`src/rtl/core/rls_pkg.sv`:
```
// ----------------------------------------------------------------------------
// rls_pkg: shared types, constants and saturation helpers
// Fixed-point formats, configuration register codes, shared-unit request and
// response structs, and the saturation functions used by the estimator.
// ----------------------------------------------------------------------------
package rls_pkg;

  localparam int NUM_COEFS  = 4;
  localparam int FRAC_BITS  = 16;
  localparam int COEF_IW    = $clog2(NUM_COEFS);
  localparam int COV_N      = NUM_COEFS * NUM_COEFS;
  localparam int COV_IW     = $clog2(COV_N);
  localparam int STEP_W     = COV_IW + 1;          // covers the 2*COV_N products pass
  localparam int WIDE_W     = 64;
  localparam int COV_W      = 48;
  localparam int EST_W      = 32;
  localparam int SH_W       = 5;
  localparam int LAM_W      = 17;
  localparam int THR_W      = 31;
  localparam int UPD_W      = 16;
  localparam int CFG_IDX_W  = 2;
  localparam int CFG_DATA_W = 31;
  localparam int COV_DIV_SH = 16;                  // lambda is always Q1.16

  // lambda scaled to FRAC_BITS
  localparam int LAMQ_UP = (FRAC_BITS >= 16) ? FRAC_BITS - 16 : 0;
  localparam int LAMQ_DN = (FRAC_BITS >= 16) ? 0 : 16 - FRAC_BITS;

  typedef logic signed [WIDE_W-1:0] wide_t;
  typedef logic signed [COV_W-1:0]  cov_t;
  typedef logic signed [EST_W-1:0]  est_t;

  localparam wide_t WIDE_MAX = 64'sh3FFF_FFFF_FFFF_FFFF;
  localparam wide_t WIDE_MIN = 64'shC000_0000_0000_0000;
  localparam wide_t COV_HI   = (wide_t'(1) <<< (COV_W - 1)) - wide_t'(1);
  localparam wide_t COV_LO   = -COV_HI - wide_t'(1);
  localparam wide_t EST_HI   = (wide_t'(1) <<< (EST_W - 1)) - wide_t'(1);
  localparam wide_t EST_LO   = -EST_HI - wide_t'(1);
  localparam est_t  EST_ONE  = est_t'(1) <<< FRAC_BITS;

  localparam logic [LAM_W-1:0]   LAMBDA_ONE   = 17'd65536;
  localparam logic [LAM_W-1:0]   LAMBDA_RST   = 17'd64880;
  localparam logic [THR_W-1:0]   COV_INIT_RST = 31'd65536000;
  localparam logic [THR_W-1:0]   THRESH_RST   = 31'd1310720;
  localparam logic [UPD_W-1:0]   MIN_UPD_RST  = 16'd100;

  typedef enum logic [CFG_IDX_W-1:0] {
    REG_FORGET   = 2'd0,
    REG_COV_INIT = 2'd1,
    REG_THRESH   = 2'd2,
    REG_MIN_UPD  = 2'd3
  } cfg_reg_t;

  typedef struct packed {
    logic            start;
    logic            is_div;
    wide_t           a;
    wide_t           b;
    logic [SH_W-1:0] sh;
  } arith_req_t;

  typedef struct packed {
    logic  done;
    wide_t res;
  } arith_rsp_t;

  function automatic wide_t sat_wide(input logic signed [WIDE_W:0] x);
    wide_t r;
    if (x > (WIDE_W+1)'(WIDE_MAX)) r = WIDE_MAX;
    else if (x < (WIDE_W+1)'(WIDE_MIN)) r = WIDE_MIN;
    else r = x[WIDE_W-1:0];
    return r;
  endfunction

  function automatic wide_t adds(input wide_t a, input wide_t b);
    logic signed [WIDE_W:0] s;
    s = (WIDE_W+1)'(a) + (WIDE_W+1)'(b);
    return sat_wide(s);
  endfunction

  function automatic cov_t sat_cov(input wide_t x);
    cov_t r;
    if (x > COV_HI) r = COV_HI[COV_W-1:0];
    else if (x < COV_LO) r = COV_LO[COV_W-1:0];
    else r = x[COV_W-1:0];
    return r;
  endfunction

  function automatic est_t sat_est(input wide_t x);
    est_t r;
    if (x > EST_HI) r = EST_HI[EST_W-1:0];
    else if (x < EST_LO) r = EST_LO[EST_W-1:0];
    else r = x[EST_W-1:0];
    return r;
  endfunction

  // signed value from a magnitude, clipped to +-2^62
  function automatic wide_t signed_of(input logic [WIDE_W-1:0] m, input logic neg);
    wide_t r;
    if (neg) begin
      if (m > 64'h4000_0000_0000_0000) r = WIDE_MIN;
      else r = -$signed(m);
    end else begin
      if (m > 64'h3FFF_FFFF_FFFF_FFFF) r = WIDE_MAX;
      else r = $signed(m);
    end
    return r;
  endfunction

endpackage

```
`src/rtl/core/rls_arith.sv`:
```
// ----------------------------------------------------------------------------
// rls_arith: shared multiply / divide unit
// Q-format multiply (4 partial products of 32x32, floored) and restoring
// divide (one quotient bit per cycle, truncated), both saturated to +-2^62.
// ----------------------------------------------------------------------------
module rls_arith import rls_pkg::*; (
  input  logic       clk,
  input  logic       rst,
  input  arith_req_t req,
  output arith_rsp_t rsp
);

  typedef enum logic [3:0] {
    A_IDLE = 4'b0001,
    A_MUL  = 4'b0010,
    A_DIV  = 4'b0100,
    A_FIN  = 4'b1000
  } arith_state_t;

  localparam logic [6:0] DIV_STEPS = 7'd127;
  localparam logic [6:0] QBIT_TOP  = 7'd63;

  arith_state_t        state;
  logic                is_div;
  logic                neg;
  logic [WIDE_W-1:0]   ma;
  logic [WIDE_W-1:0]   mb;
  logic [6:0]          cnt;
  logic [WIDE_W-1:0]   pp;
  logic [6:0]          pp_sh;
  logic [2*WIDE_W-1:0] acc;
  logic [2*WIDE_W-1:0] num;
  logic [WIDE_W-1:0]   rem;
  logic [62:0]         quo;
  logic                over;
  logic                done;
  wide_t               res;

  logic [WIDE_W-1:0]   a_mag;
  logic [WIDE_W-1:0]   b_mag;
  logic [31:0]         op_a;
  logic [31:0]         op_b;
  logic [WIDE_W-1:0]   pp_cur;
  logic [6:0]          sh_cur;
  logic [WIDE_W-1:0]   r_sh;
  logic [WIDE_W-1:0]   q_mul;
  wide_t               fin_val;

  assign a_mag = req.a[WIDE_W-1] ? WIDE_W'(-req.a) : WIDE_W'(req.a);
  assign b_mag = req.b[WIDE_W-1] ? WIDE_W'(-req.b) : WIDE_W'(req.b);

  // one 32x32 multiplier, operand halves picked per step
  always_comb begin
    case (cnt[1:0])
      2'd0: begin
        op_a   = ma[31:0];
        op_b   = mb[31:0];
        sh_cur = 7'd0;
      end
      2'd1: begin
        op_a   = ma[31:0];
        op_b   = mb[63:32];
        sh_cur = 7'd32;
      end
      2'd2: begin
        op_a   = ma[63:32];
        op_b   = mb[31:0];
        sh_cur = 7'd32;
      end
      default: begin
        op_a   = ma[63:32];
        op_b   = mb[63:32];
        sh_cur = 7'd64;
      end
    endcase
  end

  assign pp_cur = WIDE_W'(op_a) * WIDE_W'(op_b);

  assign r_sh  = {rem[WIDE_W-2:0], num[2*WIDE_W-1]};
  assign q_mul = acc[WIDE_W+FRAC_BITS-1:FRAC_BITS];

  always_comb begin
    if (is_div) begin
      fin_val = signed_of(over ? '1 : {1'b0, quo}, neg);
    end else if (|acc[2*WIDE_W-1:WIDE_W+FRAC_BITS]) begin
      fin_val = signed_of('1, neg);
    end else if (q_mul > 64'h4000_0000_0000_0001) begin
      fin_val = signed_of(q_mul, neg);
    end else begin
      fin_val = signed_of(q_mul + WIDE_W'(neg && (|acc[FRAC_BITS-1:0])), neg);
    end
  end

  always_ff @(posedge clk) begin
    if (rst) begin
      state <= A_IDLE;
      done  <= 1'b0;
    end else begin
      done <= 1'b0;
      case (state)
        A_IDLE: begin
          if (req.start) begin
            is_div <= req.is_div;
            neg    <= req.a[WIDE_W-1] ^ (!req.is_div && req.b[WIDE_W-1]);
            ma     <= a_mag;
            mb     <= b_mag;
            acc    <= '0;
            rem    <= '0;
            quo    <= '0;
            over   <= 1'b0;
            num    <= {{WIDE_W{1'b0}}, a_mag} << req.sh;
            cnt    <= req.is_div ? DIV_STEPS : 7'd0;
            state  <= req.is_div ? A_DIV : A_MUL;
          end
        end
        A_MUL: begin
          pp    <= pp_cur;
          pp_sh <= sh_cur;
          if (cnt != 7'd0) acc <= acc + ({{WIDE_W{1'b0}}, pp} << pp_sh);
          if (cnt == 7'd4) state <= A_FIN;
          else cnt <= cnt + 7'd1;
        end
        A_DIV: begin
          num <= num << 1;
          if (r_sh >= mb) begin
            rem <= r_sh - mb;
            if (cnt >= QBIT_TOP) over <= 1'b1;
            else quo <= {quo[61:0], 1'b1};
          end else begin
            rem <= r_sh;
            if (cnt < QBIT_TOP) quo <= {quo[61:0], 1'b0};
          end
          if (cnt == 7'd0) state <= A_FIN;
          else cnt <= cnt - 7'd1;
        end
        A_FIN: begin
          res   <= fin_val;
          done  <= 1'b1;
          state <= A_IDLE;
        end
        default: state <= A_IDLE;
      endcase
    end
  end

  assign rsp = '{done: done, res: res};

endmodule

```
`config.mk`:
```
export PLATFORM = sky130hd
export DESIGN_NAME = rls_arith
export DESIGN_NICKNAME = d
export VERILOG_FILES = /design/src/rtl/core/rls_pkg.sv /design/src/rtl/core/rls_arith.sv
export SDC_FILE = /design/constraint.sdc
export NUM_CORES = 2
export LEC_CHECK = 0
export ABC_CLOCK_PERIOD_IN_PS = 21400
export BUFFER_PORTS_ARGS = -buffer_cell sky130_fd_sc_hd__buf_2
export CAP_MARGIN = 20
export CORE_MARGIN = 5
export CORE_UTILIZATION = 40
export CTS_CLUSTER_DIAMETER = 100
export CTS_CLUSTER_SIZE = 10
export DETAILED_ROUTE_END_ITERATION = 6
export PLACE_DENSITY = 0.52
export SKIP_LAST_GASP = 1
export SLEW_MARGIN = 20
export SYNTH_ARGS = -nofsm -noshare
export SYNTH_HDL_FRONTEND = slang
export SYNTH_SLANG_ARGS = --single-unit
```
`constraint.sdc`:
```
create_clock -name clk -period 21.4 [get_ports clk]
set_input_delay 4.28 -clock clk [delete_from_list [all_inputs] [get_ports clk]]
set_output_delay 4.28 -clock clk [all_outputs]
set_load 0.05 [all_outputs]
```
# == Word-level counts from Yosys, hierarchy flattened ==
# Cells that the tools add are included.
# word_totals
wordCells,128
out_inout_bits,65
regBits,660
in_bits,137
# op_classes
shifts,2
n_eq_ne,17
n_bitwise,2
magnitude_cmp,10
add_sub_neg,10
n_mul,1
mux,47
n_reduce_logical,23
# ops
cell,n
$mux 64,15
$pmux 128 s2,2
$mux 63,7
$mux 128,3
$neg 64->64,5
$gt 64x63->1 const B,4
$pmux 63 s2,2
$gt 64x62->1 const B,3
$add 128x128->128,1
$shl 64x5->128,1
$shl 64x7->128,1
$add 64x1->64,1
$ge 64x64->1,1
$mul 32x32->64,1
$mux 32,2
$sub 63x63->63,1
$reduce_or 48->1,1
$mux 7,4
$pmux 7 s3,1
$ne 2x2->1 const B,8
$reduce_or 16->1,1
$reduce_and 5->1,3
$pmux 7 s2,1
$mux 4,3
other kinds (29),40

# == Longest topological paths before layout ==
# logic_depth
ltp_word,9
mapped_depth,37
depth_no_buf,34

# == Worst setup path after synthesis ==
# Ideal clock, no wire load.
# synth_timing
path_type,input-to-reg
start,input port rst
end,register quo[0] (enable)
t_required_ns,20.971
setup_time_ns,0.429
cell_stages,3
path_buffers,1
slack_ns,4.597
arrival_ns,16.374
path_cell_list,clkbuf_1 -> a21oi_1 -> o311a_1
# synth_via
elab_chain_cells,2
# synth_lines
element,line_no,text
"start, declared",rls_arith.sv:8,"input logic rst,"
$not 1->1 (no source line),-,
$reduce_and 5->1 (no source line),-,
"end signal, assigned",rls_arith.sv:129,"else quo <= {quo[61:0], 1'b1};"
"end signal, assigned",rls_arith.sv:132,"if (cnt < QBIT_TOP) quo <= {quo[61:0], 1'b0};"
"end, declared",rls_arith.sv:34,logic [62:0] quo;
# No other way between the ends.
# A chain may end at the register's enable or synchronous reset.

# == Final worst setup path ==
# layout_timing
start,register cnt[0]
end,register pp[60] (data pin)
# layout_via
elab_chain_cells,4
word_cells_on_any_way,8
cone_classes,1 x mul; 2 x eq/ne; 2 x mux; 3 x reduce/logical
# layout_lines
element,line_no,text
"start, declared",rls_arith.sv:28,logic [6:0] cnt;
"start signal, assigned",rls_arith.sv:113,cnt <= req.is_div ? DIV_STEPS : 7'd0;
"start signal, assigned",rls_arith.sv:122,else cnt <= cnt + 7'd1;
"start signal, assigned",rls_arith.sv:135,else cnt <= cnt - 7'd1;
$eq 2x1->1 (tied with other cells),rls_arith.sv:54,case (cnt[1:0])
$reduce_or 2->1 (no source line),-,
$mux 32,rls_arith.sv:54,
$mul 32x32->64 *,rls_arith.sv:78,assign pp_cur = WIDE_W'(op_a) * WIDE_W'(op_b);
named net pp_cur[60],rls_arith.sv:43,logic [WIDE_W-1:0] pp_cur;
"end signal, assigned",rls_arith.sv:118,pp <= pp_cur;
"end, declared",rls_arith.sv:29,logic [WIDE_W-1:0] pp;
# Mark *: on every way through the listed nets, which the timed path passes. The rest lies on a longest branch.

==> summary.md <==
| Metric | Value |
|---|---|
| Status | `finished, violations left` |
| Failing checks | `DRC` |
| Final TNS setup | `0 ns` |
| Ys async rst share | `0%` |
| Gr usage total | `29.5%` |
| Compound-Gate Fraction of Synth Area | `13.5%` |
| Synthesis-stage register bit count | `655` |
| RSZ-0062 raised after global routing | `false` |
| Commonest non-fill, non-tap cell in the layout | `nor2_1` |
| Clk slew on worst S/H paths | `0.06 ns` |
| DRT Wirelength | `327000 microns` |
| Post-place setup slack | `9.56 ns` |
| Hold Path Class | `reg2reg` |
| Drc violations | `1` |
| Area contributors post-synth | `edfxtp_1 24%, fa_1 22%, ha_1 7.2%, nor2_1 5.5%, inv_1 5.1%` |
| Avg Inst Size Synth | `8.84 sq um` |
| Startpoint types | `flop` |
| FF+latch area | `19600 sq um` |
| Fmax | `0.0847 GHz` |
| Vias in the first global route | `70188` |
| Main synth FF type | `edfxtp_1` |
| Top cell type's share of synthesized area | `23.6%` |
| Worst-margin pin slew | `1.46 ns` |
| Netlist cell types | `98` |
| Layout area overhead | `7.48%` |
| Post-cts resize count | `0` |
| Post-DRT Antenna Nets | `0` |
| Hold path start | `num[96]` |
| Initial Utilization | `40.1%` |
| DP Area | `86700 sq um` |
| R2r startpoint | `cnt[0]` |
| Main combinational cell family by area after synthesis | `adder cells` |
| Layout cells sized above 1 | `7.22%` |
| Hpwl dp | `257000 microns` |
| WHS Endpoint | `num[97]` |
| Clk sinks | `655` |
| Final GP Congestion | `0.951` |
| Worst-case clock buffer depth | `3` |
| Final setup violation count | `0` |
| Synth Area in Simple Gates | `17.8%` |
| Worst-Skew Late Latency | `0.74 ns` |
| Layout net count | `10787` |
| Worst R2R End | `pp[60]` |
| Worst path required time | `21.87 ns` |
| Initial antenna violation count | `12` |
| Finished Cell Area | `89000 sq um` |
| Die area | `216000 sq um` |
| Cell Rows | `167` |
| Bufs and invs on worst path | `11` |
| MaxCap Viol Count | `0` |
| Multi-input logic area | `57400 sq um` |
| DR pass1 iterations | `7` |
| Crit-path max cell delay | `0.81 ns` |
| Arr. time, crit path | `12.28 ns` |
| Top Ports | `202` |
| Chip Height | `465 microns` |
| Final hold vios | `0` |
| PortBufs | `201` |
| Syn Nets | `10876` |
| First-pass GRT wire length | `477000 microns` |
| CTS tree | `yes` |
| Hold Path Stages | `1` |
| Mapped Cells | `9366` |
| XOR/XNOR share of the synthesized area | `4.56%` |
| Gr ovfl total | `0` |
| Iter 0 DRT Violations | `7084` |
| DR vias | `70410` |
| CTS Buf Count | `78` |
| H-tree levels | `3` |
| Most frequent cells in the layout | `1208 x nor2_1, 1121 x inv_1, 905 x nand2_1` |
| Final count of pins violating max slew | `0` |
| Crit path kind | `reg2reg` |
| Slew HR | `2.82%` |
| Clock skew | `0.0453 ns` |
| Final Cycle Share | `55.2%` |
| Worst R2R Setup Slack | `9.59 ns` |
| Reg2Reg Depth | `36` |
| CP Max Fanout | `52` |
| Core Area | `207000 sq um` |
| Clk root buf | `clkbuf_16` |
| Sequential fraction of the synthesis area | `23.7%` |
| Worst Setup End Kind | `flop` |
| Synth area leader | `edfxtp_1` |
| Post-Synth Adder-Cell Area | `28.9%` |
| EDFF count, synth | `650` |
| Largest net degree at the start of global routing | `131` |
| Mapped cell area | `82800 sq um` |
| Post-synthesis mux area share | `4.12%` |
| Setup WS post-layout | `9.59 ns` |
| Post-CTS setup buffer count | `0` |
| YS warnings | `0` |
| Crit path top cell by count | `fa_1` |
| Chip width | `465 microns` |
| Final Critical Period | `11.81 ns` |
| DR WL/cell | `27.2 microns` |
| Filler Cell Count | `20502` |
| Slowest CP cell | `buf_4` |
| Delay-heaviest family, CP | `adder cells` |
| Hold-fix buffer count after cts | `0` |
| Via density | `5.86` |
sequential cells by signal, indices dropped and copies added, names as in the netlist:
| name | count |
|---|---|
| num | 128 |
| over | 1 |
| neg | 1 |
| res | 64 |
| cnt | 7 |
| is_div | 1 |
| done | 1 |
| acc | 128 |
| mb | 64 |
| state | 4 |
| quo | 63 |
| pp_sh | 2 |
| rem | 63 |
| pp | 64 |
| ma | 64 |
worst max path at each step:
stage | slack (ns) | to | cells after the start | startpoint
floorplan | 4.60 | quo[0] | 3 | rst
global placement | 9.62 | pp[60] | 36 | cnt[0]
detailed placement | 9.56 | pp[60] | 36 | cnt[0]
CTS | 9.54 | pp[60] | 36 | cnt[0]
global route | 9.12 | pp[60] | 36 | cnt[0]
finish | 9.59 | pp[60] | 36 | cnt[0]
logic make-up after synthesis:
| group | count (synthesis) |
|---|---|
| and+or+nand+nor | 3196 |
| xor gates and xnor gates | 431 |
| muxes | 327 |
| adders and majority gates | 1373 |
| AOI/OAI and AO/OA | 1752 |
| buffers and inverters | 1632 |
| DFF | 655 |
final cells by class:
type                       instances  share of cell area [%]
antenna                           11                  0.0309
multi-input combinational       7079                    64.5
clock buffer                      88                    2.27
timing repair buffer             339                    2.32
inverter                        1124                    4.75
clock inverter                    14                   0.271
sequential                       655                    22.0
tap                             2704                    3.80
layer usage:
layer | part of all wire [%] | GRT usage [%] | routed length, microns | up-vias
li1 | - | - | - | 31575
met1 | 41 | 38.9 | 135000 | 35381
met2 | 46 | 48.1 | 150000 | 2887
met3 | 7.2 | 4.78 | 23700 | 563
met4 | 5.3 | 12.9 | 17300 | 4
met5 | 0.0095 | 0 | 31 | -
through the flow:
step | hold slack, ns | std cells | utilization, %
after detailed placement | 0.507 | 11901 | 42.0
after global placement | 0.502 | 11901 | 42.0
after CTS | 0.518 | 12003 | 43.1
final | 0.516 | 12014 | 43.1
after floorplan | 0.484 | 9366 | -
after global routing | 0.533 | 12008 | 43.1
Yosys cell counts, drive strengths merged, types with 27 or more instances:
master,number
o31ai,53
nor3,142
clkbuf,461
mux2i,250
o22ai,36
xor2,158
mux2,73
o21ai,427
a21oi,487
a31oi,65
edfxtp,650
or4,49
a22o,45
a211oi,73
nor4,98
o41ai,37
o21bai,59
o21a,51
nand2,906
nand2b,50
nor2b,75
buf,47
or2,44
and2,177
inv,1122
nor2,1218
nand4,135
a211o,27
fa,899
o211ai,27
xnor2,273
nand3,111
or3,51
and3,63
a21o,168
ha,474
Power is left out: the tool's default activity adds up to more than one toggle a clock period on the data nets, which glitch-free logic cannot reach.
